<file path="src/rtl/msam_pkg.sv">
// Shared types, constants and defaults for the multi-source audio mixer.
package msam_pkg;

    localparam int DEF_NUM_SOURCES = 16;
    localparam int DEF_CLIP_FRAMES = 1024;
    localparam int CHANNELS        = 2;
    localparam int CH_LEFT         = 0;
    localparam int CH_RIGHT        = 1;

    localparam int SAMPLE_W   = 16;
    localparam int FRAME_W    = CHANNELS * SAMPLE_W;
    localparam int SRC_IN_W   = 4;
    localparam int ADDR_IN_W  = 10;
    localparam int LEN_IN_W   = 11;
    localparam int MAX_LEN_IN = (1 << LEN_IN_W) - 1;
    localparam int GAIN_W     = 17;
    localparam int GAIN_FRAC  = 16;
    localparam int PROD_W     = SAMPLE_W + GAIN_W + 1;

    localparam logic [GAIN_W-1:0]          GAIN_UNITY = GAIN_W'(1 << GAIN_FRAC);
    localparam logic signed [SAMPLE_W-1:0] SAMPLE_MAX = 16'sh7FFF;
    localparam logic signed [SAMPLE_W-1:0] SAMPLE_MIN = -16'sh8000;

    typedef logic signed [SAMPLE_W-1:0] t_sample;

    typedef enum logic [1:0] {
        REQ_WRITE = 2'd0,
        REQ_PLAY  = 2'd1,
        REQ_STOP  = 2'd2,
        REQ_MIX   = 2'd3
    } t_req_type;

    typedef struct packed {
        t_req_type              req_type;
        logic [SRC_IN_W-1:0]    source_index;
        logic [ADDR_IN_W-1:0]   frame_addr;
        t_sample                sample_left;
        t_sample                sample_right;
        logic [LEN_IN_W-1:0]    clip_length;
        logic                   loop_enable;
        logic [GAIN_W-1:0]      volume;
    } t_req;

    typedef struct packed {
        t_sample out_left;
        t_sample out_right;
    } t_mix;

    typedef struct packed {
        logic clear;
        logic mul_en;
    } t_dp_ctl;

    typedef enum logic [1:0] {
        ST_IDLE,
        ST_MIX,
        ST_DRAIN
    } t_state;

endpackage

</file>
<file path="src/rtl/msam_src_mem.sv">
// Per-source playback state memory; entries without a valid bit read as zero.
module msam_src_mem #(
    parameter int NUM_SOURCES = msam_pkg::DEF_NUM_SOURCES,
    parameter int SRC_W       = 4,
    parameter int ENT_W       = 8
) (
    input  logic             i_clk,
    input  logic             i_rst_n,
    input  logic             i_we,
    input  logic [SRC_W-1:0] i_waddr,
    input  logic [ENT_W-1:0] i_wdata,
    input  logic [SRC_W-1:0] i_raddr,
    output logic [ENT_W-1:0] o_rdata
);
    logic [ENT_W-1:0]       r_mem [NUM_SOURCES];
    logic [NUM_SOURCES-1:0] r_vld;
    logic [ENT_W-1:0]       r_rdata;
    logic                   r_rvld;

    always_ff @(posedge i_clk) begin
        if (i_we) begin
            r_mem[i_waddr] <= i_wdata;
        end
        r_rdata <= r_mem[i_raddr];
    end

    always_ff @(posedge i_clk) begin
        if (!i_rst_n) begin
            r_vld  <= '0;
            r_rvld <= 1'b0;
        end else begin
            if (i_we) begin
                r_vld[i_waddr] <= 1'b1;
            end
            r_rvld <= r_vld[i_raddr];
        end
    end

    assign o_rdata = r_rvld ? r_rdata : '0;
endmodule

</file>
<file path="config.mk">
export PLATFORM = sky130hd
export DESIGN_NAME = msam_src_mem
export DESIGN_NICKNAME = d
export VERILOG_FILES = /design/src/rtl/msam_pkg.sv /design/src/rtl/msam_src_mem.sv
export SDC_FILE = /design/constraint.sdc
export NUM_CORES = 1
export LEC_CHECK = 0
export BUFFER_PORTS_ARGS = -buffer_cell sky130_fd_sc_hd__buf_2
export CAP_MARGIN = 25
export CORE_MARGIN = 1
export CORE_UTILIZATION = 58
export CTS_CLUSTER_DIAMETER = 50
export CTS_CLUSTER_SIZE = 30
export DETAILED_ROUTE_END_ITERATION = 10
export PLACE_DENSITY = 0.76
export SLEW_MARGIN = 20
export SYNTH_ARGS = -nofsm -noshare
export SYNTH_HDL_FRONTEND = slang
export SYNTH_SLANG_ARGS = --single-unit
</file>
<file path="constraint.sdc">
create_clock -name i_clk -period 4.1 [get_ports i_clk]
set_input_delay 0.205 -clock i_clk [delete_from_list [all_inputs] [get_ports i_clk]]
set_output_delay 0.205 -clock i_clk [all_outputs]
set_load 0.01 [all_outputs]
</file>
; Word level (Yosys, flattened, before mapping)
; Memory sizes are Yosys's and may differ from the RTL's. A register that Yosys moved wholly into a read port is not among the register bits.
; Index checks and enable logic that the tools add are counted.
[classes]
order_cmp = 3
n_mux = 7
bitwise = 1
n_reduce_logical = 1
[op_table]
columns = cell, count
row1 = bitwise OR 16 bit, 1
row2 = "< comparator 4 x 5 -> 1 bit, second input constant", 2
row3 = 2-to-1 mux 8 bit, 1
row4 = binary-select mux 1 bit (select 4 bit), 1
row5 = demux 1 bit (select 4 bit), 1
row6 = "greater-or-equal comparator 4 x 1 -> 1 bit, second input constant", 1
row7 = 2-to-1 mux 1 bit, 4
row8 = logical AND 1 bit, 1
[totals]
reg_bits = 17
ramBits = 128
out_inout_bits = 8
wordCells = 15
memories = 1
[memory_table]
columns = name, depth, word_bits, rd, rd_ports_with_merged_regs, wr, line_no
row1 = r_mem, 16, 8, 1, 1, 1, msam_src_mem.sv:15  ; logic [ENT_W-1:0] r_mem [NUM_SOURCES];

; Logic depth before layout (Yosys ltp)
; Gate-level depths: netlist (run 1).
[depth]
depth_word = 5
depth_mapped = 6

; Worst setup path after synthesis (run 1)
; Ideal clock, no wire load.
[synth_timing]
path_kind = input-to-reg
from = input i_waddr[2]
to = memory r_mem[0][0] (enable)
setup_ns = 0.386
arrival_ns = 1.365
required_time_ns = 3.714
slack_ns = 2.349
cell_stages = 2
path_cell_list = or3b_2 nor3_1
[synth_rtl]
columns = item, line_no
row1 = "start, declared", msam_src_mem.sv:10  ; input logic [SRC_W-1:0] i_waddr,
row2 = "end, declared", msam_src_mem.sv:15
; No word-level cell before the write port.

==> impl_metrics.env, run 1 <==
export IMPL_outcome="finished clean"
export IMPL_max_slew_margin=0.305
export IMPL_hpwl_after_detailed_placement_mm=6.84
export IMPL_tritoncts="done"
export IMPL_antenna_cells=0
export IMPL_die_area_um2=10400
export IMPL_mappedNetlistNets=309
export IMPL_fin_hold_ws_ps=51.4
export IMPL_timing_final_hold_violations=0
export IMPL_setup_repair_after_global_routing_missed_its_margin="false"
export IMPL_routedWlPerCell_um=23.7
export IMPL_regToRegStartpoint="r_mem[13][2]"
export IMPL_worst_r2r_cell_count=3
export IMPL_sequentialPowerShare=0.518
export IMPL_crit_path_top_delay_cell="sky130_fd_sc_hd__buf_2"
export IMPL_p_per_area_nw_per_um2=504
export IMPL_sequential_to_total_area_share_from_yosys_stat=0.749
export IMPL_path_cells="buf_2, buf_4, mux4_1, a22oi_1, nand2_1"
export IMPL_total_switching_power_uw=744
export IMPL_slew_viol_final=0
export IMPL_max_clk_rate_ghz=0.557
export IMPL_grt_start_max_net_pins=38
export IMPL_critical_path_reg2reg_endpoint="r_rdata[2]"
export IMPL_ys_ff_latch=153
export IMPL_die_height_um=102
export IMPL_cpLargestDelayFamily="buffers and inverters"
export IMPL_critical_path_required_time_ps=4510
export IMPL_rows=36
export IMPL_area_inside_the_core_boundary_um2=9730
export IMPL_critical_path_depth=5
export IMPL_clock_tree_buffer_depth=2
export IMPL_route_detailed_drc=0
export IMPL_fin_nets=349
export IMPL_cp_end_kind="register"
export IMPL_yosysUniqueCellTypes=24
export IMPL_fillerInstances=630
export IMPL_synth_cell_area_um2=5800
export IMPL_setup_worst_path_start_class="input port"
export IMPL_die_span_in_x_um=102
export IMPL_setup_viol_count_final=0
export IMPL_finalWeightedCongestion=0.719
export IMPL_drt_iter0_markers=157
export IMPL_final_min_period_over_clock_period=0.438
export IMPL_area_overhead_of_the_layout_relative_to_synthesis_pct=14.4
export IMPL_design_portCount=27
export IMPL_clk_pin_slew_ps=70
export IMPL_clock_power_share=0.437
export IMPL_worst_hold_path_type="in2reg"
export IMPL_detailroute_via_count=2887
export IMPL_critPathBufInv=2
export IMPL_floorplan_initialDensity=0.596
export IMPL_dr_pass1_iters=4
export IMPL_netlist_instances=290
export IMPL_detail_route_vias_per_cell=6.07
export IMPL_cp_startpoint="i_raddr[0]"
export IMPL_route_antenna_remaining_nets=0
export IMPL_cts_sinks=153
export IMPL_final_common_cell="sky130_fd_sc_hd__edfxtp_1"
export IMPL_final_layout_size_suffix_gt1_frac=0.248
export IMPL_cts_resized=0
export IMPL_final_instance_count_excl_fill=476
export IMPL_cp_slowest_stage_delay_ps=660
export IMPL_power_share_switching=0.222
export IMPL_ctsRootBufferMaster="sky130_fd_sc_hd__clkbuf_8"
export IMPL_tightest_slew_ps=1040
export IMPL_timing_critical_path_to="r_rdata[1]"
export IMPL_yosys_warnings=0
export IMPL_io_buffers=26
export IMPL_drv_max_cap_violation_count=0
export IMPL_grt_antenna_before_repair=0
export IMPL_finalCriticalPeriod_ps=1790
export IMPL_finalSetupTns_ps=0
export IMPL_worstPathMaxFanout=27
export IMPL_gr_total_overflow=0
export IMPL_fin_skew_ps=9.52
export IMPL_syn_area_per_cell_um2=20.0
export IMPL_r2r_slack_ps=2690
export IMPL_cts_inserted_buffers=17
export IMPL_worst_endpoint_arrival_ps=2200
export IMPL_drt_wl_total_mm=11.3
export IMPL_internal_power_uw=2600
export IMPL_worst_setup_path_type="in2reg"
export IMPL_layout_common_cells="sky130_fd_sc_hd__edfxtp_1 (128), sky130_fd_sc_hd__buf_2 (26), sky130_fd_sc_hd__dfxtp_1 (25)"
export IMPL_grt_pass1_wl_mm=16.7
export IMPL_cts_max_level=4
export IMPL_track_usage=0.239
export IMPL_grt_pass1_vias=2879
export IMPL_clock_insertion_delay_worst_skew_ps=530
export IMPL_vdd_ir_drop_worst_mv=0.475
export IMPL_comb_power_share=0.045
export IMPL_placed_cells=440
export IMPL_leakage_power_total_uw=0.00228
[layout make-up]
class	count	area, µm²	area share
clock buffer	17	414	0.0624
clock inverter	15	141	0.0213
multi-input combinational	123	1370	0.206
sequential	153	4340	0.655
tap	133	166	0.0251
timing repair buffer	35	200	0.0302
[worst min-delay path by stage]
stage,start,to,slack [ps],cells after the start
after CTS,i_wdata[4],r_mem[1][4],40,1
after global placement,r_vld[12],r_vld[12],440,1
final,i_wdata[0],r_mem[8][0],50,1
after floorplan,i_wdata[0],r_mem[0][0],300,0
after detailed placement,r_vld[1],r_vld[1],450,1
after global routing,i_wdata[5],r_mem[0][5],50,1
[metrics by stage]
stage | util | total power, µW | setup WS [ps] | cell area, µm²
2_1_floorplan | - | 1860 | 2350 | 5800
5_1_grt | 0.682 | 3440 | 2210 | 6640
3_3_place_gp | 0.622 | 1910 | 1760 | 6050
3_5_place_dp | 0.622 | 1920 | 1730 | 6050
6_report | 0.682 | 3350 | 2310 | 6640
4_1_cts | 0.680 | 3370 | 2300 | 6610
[power groups by stage]
stage / combinational (µW) / sequential (µW) / clock, µW
floorplan: 96.9 / 1760 / 0
global placement: 144 / 1770 / 0
detailed placement: 150 / 1770 / 0
CTS: 151 / 1740 / 1480
global route: 163 / 1740 / 1540
finish: 150 / 1740 / 1460
[registers in the layout (all words and copies together), names as in the netlist]
signal   cells
r_rdata      8
r_rvld       1
r_mem      128
r_vld       16
[cells by family (layout without fill, tap and decap cells)]
logic type,after synthesis,in the layout,synth area share
compound gates,35,35,0.0451
simple gates,50,50,0.0425
buf+inv,14,67,0.0153
flops,153,153,0.749
mux,38,38,0.149
[timing repair]
item,4_1_cts,5_1_grt
hold endpoints to repair,1,0
hold buffers,1,0
setup buffers,0,0
[cells in the mapped netlist, drive strengths merged]
cell / n / area (µm²)
edfxtp: 128 / 3840
mux4: 34 / 822
dfxtp: 25 / 500
a22oi: 16 / 120
o21a: 16 / 120
nor2: 13 / 48.8
nand2: 12 / 45.0
buf: 10 / 72.6
and2: 9 / 56.3
clkbuf: 4 / 16.3
mux2i: 4 / 40.0
nor3: 4 / 20.0
nand2b: 3 / 18.8
nand3: 3 / 15.0
nor2b: 3 / 18.8
nand3b: 2 / 15.0
o211ai: 2 / 15.0
o22ai: 1 / 6.26
or3b: 1 / 8.76
[worst register-to-register path: stages (launching register included)]
cell,delay [ps]
sky130_fd_sc_hd__edfxtp_1,370
sky130_fd_sc_hd__mux4_1,520
sky130_fd_sc_hd__a22oi_1,300
sky130_fd_sc_hd__nand2_1,110
[layer usage]
metal / vias to the layer above / wire length, µm / GRT usage
met5: - / 0 / 0
met2: 115 / 5870 / 0.380
met3: 17 / 636 / 0.0643
met1: 1484 / 4610 / 0.317
met4: 0 / 175 / 0.0978
li1: 1271 / - / -
Note: power is estimated with default switching activity, not from simulation.
==> inputs of run 2 (changes only) <==
==> constraint.sdc (replaced) <==
create_clock -name i_clk -period 1.85 [get_ports i_clk]
set_input_delay 0.0925 -clock i_clk [delete_from_list [all_inputs] [get_ports i_clk]]
set_output_delay 0.0925 -clock i_clk [all_outputs]
set_load 0.01 [all_outputs]
==> run 2 against run 1 <==
- sequential cell count stayed put
- first-iteration DRC count is 3.8% higher
- worst setup slack worse by 1900 ps
- final area increased by 5.4%
- sequential share of layout area decreased by 3.3 points
- clock power increased to 2.5 times the previous value
- combinational power rose to 2.5 times the previous value
- critical path depth shrank 2
- non-clock buffer count up 28
- count of clock-buffer cells in the layout is 1 higher
- largest cell class unchanged
==> impl_metrics.env, run 2 (synthesized netlist as in run 1, its figures left out) <==
export IMPL_route_detailed_drc=0
export IMPL_rows=36
export IMPL_detail_route_vias_per_cell=6.01
export IMPL_cpLargestDelayFamily="multiplexers"
export IMPL_setup_worst_path_start_class="register"
export IMPL_p_per_area_nw_per_um2=1130
export IMPL_die_height_um=102
export IMPL_area_of_the_multi_input_gates_um2=1370
export IMPL_vdd_ir_drop_worst_mv=0.758
export IMPL_crit_path_top_delay_cell="sky130_fd_sc_hd__mux4_1"
export IMPL_setup_repair_after_global_routing_missed_its_margin="false"
export IMPL_grtUsageMet2=0.390
export IMPL_met3_capacity_usage_during_global_routing=0.0575
export IMPL_final_layout_size_suffix_gt1_frac=0.275
export IMPL_grt_most_used_layer="met2"
export IMPL_layout_common_cells="sky130_fd_sc_hd__edfxtp_1 (128), sky130_fd_sc_hd__buf_2 (26), sky130_fd_sc_hd__dfxtp_1 (25)"
export IMPL_routedWlPerCell_um=22.9
export IMPL_max_clk_rate_ghz=0.680
export IMPL_floorplan_initialDensity=0.596
export IMPL_critical_path_required_time_ps=2240
export IMPL_grt_met1_usage=0.340
export IMPL_clk_pin_slew_ps=60
export IMPL_finalWeightedCongestion=0.816
export IMPL_area_overhead_of_the_layout_relative_to_synthesis_pct=20.5
export IMPL_drt_wl_total_mm=11.6
export IMPL_fin_skew_ps=6.47
export IMPL_cts_sinks=153
export IMPL_slew_viol_final=0
export IMPL_outcome="finished clean"
export IMPL_largest_register_by_flop_count="r_mem"
export IMPL_worst_setup_path_type="reg2reg"
export IMPL_fillerInstances=590
export IMPL_timing_final_hold_violations=0
export IMPL_leakage_power_total_uw=0.00247
export IMPL_critPathBufInv=0
export IMPL_largest_register_ff_count=128
export IMPL_hpwl_after_detailed_placement_mm=7.05
export IMPL_final_common_cell="sky130_fd_sc_hd__edfxtp_1"
export IMPL_tightest_slew_ps=411
export IMPL_antenna_cells=0
export IMPL_setup_viol_count_final=0
export IMPL_drv_max_cap_violation_count=0
export IMPL_grt_pass1_vias=2982
export IMPL_drt_iter0_markers=163
export IMPL_design_portCount=27
export IMPL_cp_slowest_stage_delay_ps=530
export IMPL_track_usage=0.250
export IMPL_area_inside_the_core_boundary_um2=9730
export IMPL_r2r_slack_ps=380
export IMPL_path_cells="mux4_1, a22oi_1, nand2_1"
export IMPL_grt_antenna_before_repair=0
export IMPL_die_span_in_x_um=102
export IMPL_fin_hold_ws_ps=87.1
export IMPL_worst_hold_path_type="in2reg"
export IMPL_worstPathMaxFanout=1
export IMPL_seqCellArea_um2=4340
export IMPL_gr_total_overflow=0
export IMPL_dr_pass1_iters=4
export IMPL_detailroute_via_count=3028
export IMPL_max_slew_margin=0.726
export IMPL_worst_endpoint_arrival_ps=1860
export IMPL_cts_inserted_buffers=17
export IMPL_grt_pass1_wl_mm=17.5
export IMPL_finalSetupTns_ps=0
export IMPL_ctsRootBufferMaster="sky130_fd_sc_hd__clkbuf_8"
export IMPL_die_area_um2=10400
export IMPL_cts_resized=0
export IMPL_tritoncts="done"
export IMPL_clock_insertion_delay_worst_skew_ps=510
export IMPL_io_buffers=26
export IMPL_registers_with_the_most_flip_flops="r_mem (128), r_vld (16), r_rdata (8)"
export IMPL_post_layout_total_power_uw=7910
export IMPL_clock_tree_buffer_depth=2
export IMPL_fin_nets=377
export IMPL_finalCriticalPeriod_ps=1470
export IMPL_final_min_period_over_clock_period=0.795
export IMPL_cp_end_kind="register"
export IMPL_cts_max_level=4
export IMPL_post_cts_setup_driven_buffer_insertion_count=0
export IMPL_route_antenna_remaining_nets=0
export IMPL_grt_start_max_net_pins=38
## run 2: cell types whose count changed in the layout (fill, tap and decap cells not counted), sizes merged
cell         change
buf             +18
bufinv           +4
clkbuf           +1
clkinvlp         -1
dlygate4sd3     +10
inv              -4
## run 2: final timing paths
path	start	endpoint	cells past startpoint
setup / recovery	r_mem[13][0]	r_rdata[0]	3
hold / removal	i_raddr[2]	r_rvld	4
setup reg to reg	r_mem[13][0]	r_rdata[0]	3
hold reg to reg	r_vld[0]	r_vld[0]	1
## run 2: per-layer routing
layer  wire, µm  share of wire
met5          0              0
met4        212          0.018
met3        811          0.070
met2       5880           0.51
met1       4660           0.40
## run 2: cell type report
cell class / count / share of cell area
clock inverter: 14 / 0.0315
multi-input combinational: 123 / 0.196
clock buffer: 18 / 0.0598
tap: 133 / 0.0238
timing repair buffer: 63 / 0.0676
sequential: 153 / 0.621
## run 2: timing repair
item                       in CTS  in global routing
hold buffers                   11                  0
hold endpoints to repair      145                  0
setup endpoints to repair       0                  0
## run 2: tightest hold or removal path, stage by stage
cell	delay, ps
sky130_fd_sc_hd__buf_2	180
sky130_fd_sc_hd__nand3_1	100
sky130_fd_sc_hd__o211ai_1	90
sky130_fd_sc_hd__o22ai_1	90
## run 2: through the flow
stage | instance area, µm² | setup slack [ps] | util | instances
3_3_place_gp | 6240 | 259 | 0.642 | 461
3_5_place_dp | 6240 | 245 | 0.642 | 461
4_1_cts | 6990 | 377 | 0.719 | 504
5_1_grt | 6990 | 359 | 0.719 | 504
2_1_floorplan | 5800 | 212 | - | 290
6_report | 6990 | 380 | 0.719 | 504
## run 2: report_power, final
group          internal [µW]  leakage, µW  switching, µW  total [µW]
Combinational            174     0.000800            204         378
Clock                   2340     0.000305           1340        3680
Sequential              3820      0.00136           28.6        3850
==> inputs of run 3 (changes only) <==
==> constraint.sdc (replaced) <==
create_clock -name i_clk -period 1.5 [get_ports i_clk]
set_input_delay 0.075 -clock i_clk [delete_from_list [all_inputs] [get_ports i_clk]]
set_output_delay 0.075 -clock i_clk [all_outputs]
set_load 0.01 [all_outputs]
==> run 3 against run 2 <==
- final area is 2.2% lower
- combinational power is 21% higher
- wire length is 3.5% lower
- sequential power is 23% higher
- hold slack better by 10 ps
- non-clock buffer count is 5 lower
- count of clock-buffer cells in the layout is 10 higher
- utilization is 1.6 points lower
- clock power is 1% lower
- register-to-register slack worse by 360 ps
- worst setup slack worse by 360 ps
- critical path type unchanged
==> impl_metrics.env, run 3 (synthesized netlist as in run 1, its figures left out) <==
export IMPL_die_span_in_x_um=102
export IMPL_timing_final_hold_violations=0
export IMPL_crit_path_top_delay_cell="sky130_fd_sc_hd__mux4_1"
export IMPL_grt_start_max_net_pins=38
export IMPL_cts_max_level=4
export IMPL_tightest_slew_ps=854
export IMPL_detailed_place_area_um2=6200
export IMPL_p_per_area_nw_per_um2=1290
export IMPL_routedWlPerCell_um=22.4
export IMPL_route_antenna_remaining_nets=0
export IMPL_met3_capacity_usage_during_global_routing=0.0561
export IMPL_drv_max_cap_violation_count=0
export IMPL_worst_endpoint_arrival_ps=1870
export IMPL_dr_pass1_iters=5
export IMPL_layout_common_cells="sky130_fd_sc_hd__edfxtp_1 (128), sky130_fd_sc_hd__buf_2 (26), sky130_fd_sc_hd__dfxtp_1 (25)"
export IMPL_io_buffers=26
export IMPL_setup_repair_after_global_routing_missed_its_margin="false"
export IMPL_fin_nets=372
export IMPL_die_area_um2=10400
export IMPL_dp_slack_ps=-69.5
export IMPL_final_util=0.703
export IMPL_grt_antenna_before_repair=0
export IMPL_detail_route_vias_per_cell=5.88
export IMPL_worstPathMaxFanout=1
export IMPL_largest_register_ff_count=128
export IMPL_ctsRootBufferMaster="sky130_fd_sc_hd__clkbuf_8"
export IMPL_drt_iter0_markers=186
export IMPL_fin_skew_ps=8.23
export IMPL_die_height_um=102
export IMPL_hpwl_after_detailed_placement_mm=6.92
export IMPL_vdd_ir_drop_worst_mv=0.700
export IMPL_final_critical_path_setup_slack_ps=22.5
export IMPL_rows=36
export IMPL_worst_hold_path_type="in2reg"
export IMPL_design_portCount=27
export IMPL_finalWeightedCongestion=0.730
export IMPL_post_layout_total_power_uw=8830
export IMPL_cts_inserted_buffers=17
export IMPL_fin_hold_ws_ps=97.3
export IMPL_grtUsageMet2=0.383
export IMPL_max_slew_margin=0.430
export IMPL_antenna_cells=0
export IMPL_cts_sinks=153
export IMPL_detailroute_via_count=2933
export IMPL_largest_register_by_flop_count="r_mem"
export IMPL_final_common_cell="sky130_fd_sc_hd__edfxtp_1"
export IMPL_gr_total_overflow=0
export IMPL_grt_met1_usage=0.317
export IMPL_setup_viol_count_final=0
export IMPL_max_clk_rate_ghz=0.677
export IMPL_grt_pass1_vias=2941
export IMPL_track_usage=0.239
export IMPL_final_min_period_over_clock_period=0.985
export IMPL_grt_pass1_wl_mm=16.8
export IMPL_final_layout_size_suffix_gt1_frac=0.249
export IMPL_grt_most_used_layer="met2"
export IMPL_setup_worst_path_start_class="register"
export IMPL_postLayoutCellArea_um2=6840
export IMPL_leakage_power_total_uw=0.00239
export IMPL_tritoncts="done"
export IMPL_area_inside_the_core_boundary_um2=9730
export IMPL_finalCriticalPeriod_ps=1480
export IMPL_clock_tree_buffer_depth=2
export IMPL_floorplan_initialDensity=0.596
export IMPL_registers_with_the_most_flip_flops="r_mem (128), r_vld (16), r_rdata (8)"
export IMPL_clock_insertion_delay_worst_skew_ps=520
export IMPL_slew_viol_final=0
export IMPL_critical_path_required_time_ps=1890
export IMPL_cp_slowest_stage_delay_ps=520
export IMPL_area_overhead_of_the_layout_relative_to_synthesis_pct=17.8
export IMPL_drt_wl_total_mm=11.2
export IMPL_path_cells="mux4_1, a22oi_1, nand2_1"
export IMPL_outcome="finished clean"
export IMPL_worst_setup_path_type="reg2reg"
export IMPL_clk_pin_slew_ps=60
export IMPL_cp_end_kind="register"
export IMPL_route_detailed_drc=0
## run 3: cell type report
cell class              instances  area, µm²
flip-flops and latches        153       4340
fillers                       594       2890
multi-input cells             123       1380
clock buffers                  28        487
repair buffers                 58        438
well taps                     133        166
clock inverters                 4       20.0
## run 3: final timing paths
kind                            slack [ps]  depth (start not counted)    startpoint          to
worst max register to register          20                          3  r_mem[13][2]  r_rdata[2]
worst max-delay path                    20                          3  r_mem[13][2]  r_rdata[2]
worst min-delay path                   100                          4          i_we   r_vld[14]
worst min register to register         460                          1     r_vld[13]   r_vld[13]
## run 3: per-layer routing
| layer | routed length (µm) | up-vias |
|---|---|---|
| met5 | 0 | - |
| met3 | 550 | 13 |
| met4 | 225 | 0 |
| met2 | 5620 | 88 |
| met1 | 4770 | 1514 |
| li1 | - | 1318 |
## run 3: worst max-delay path, delay by kind of cell (launching register included)
| kind | cells | cell delay (ps) |
|---|---|---|
| simple gates | 1 | 90 |
| mux | 1 | 520 |
| compound gates | 1 | 380 |
| flops | 1 | 370 |
## run 3: per-stage QoR
stage | cells | setup TNS (ps)
6_report | 499 | 0
5_1_grt | 499 | 0
4_1_cts | 499 | 0
3_5_place_dp | 455 | -130
3_3_place_gp | 455 | -91.8
2_1_floorplan | 290 | 0
## run 3: where the power goes
group	total, µW	switching (µW)	internal [µW]
clock network	3630	1460	2160
logic	459	247	211
registers	4750	34.3	4710
## run 3: timing repair
item	in CTS	in global routing
endpoints found under the hold margin	145	0
resized for setup	0	1
setup endpoints to repair	0	1
setup buffers	0	0
hold buffers	12	0
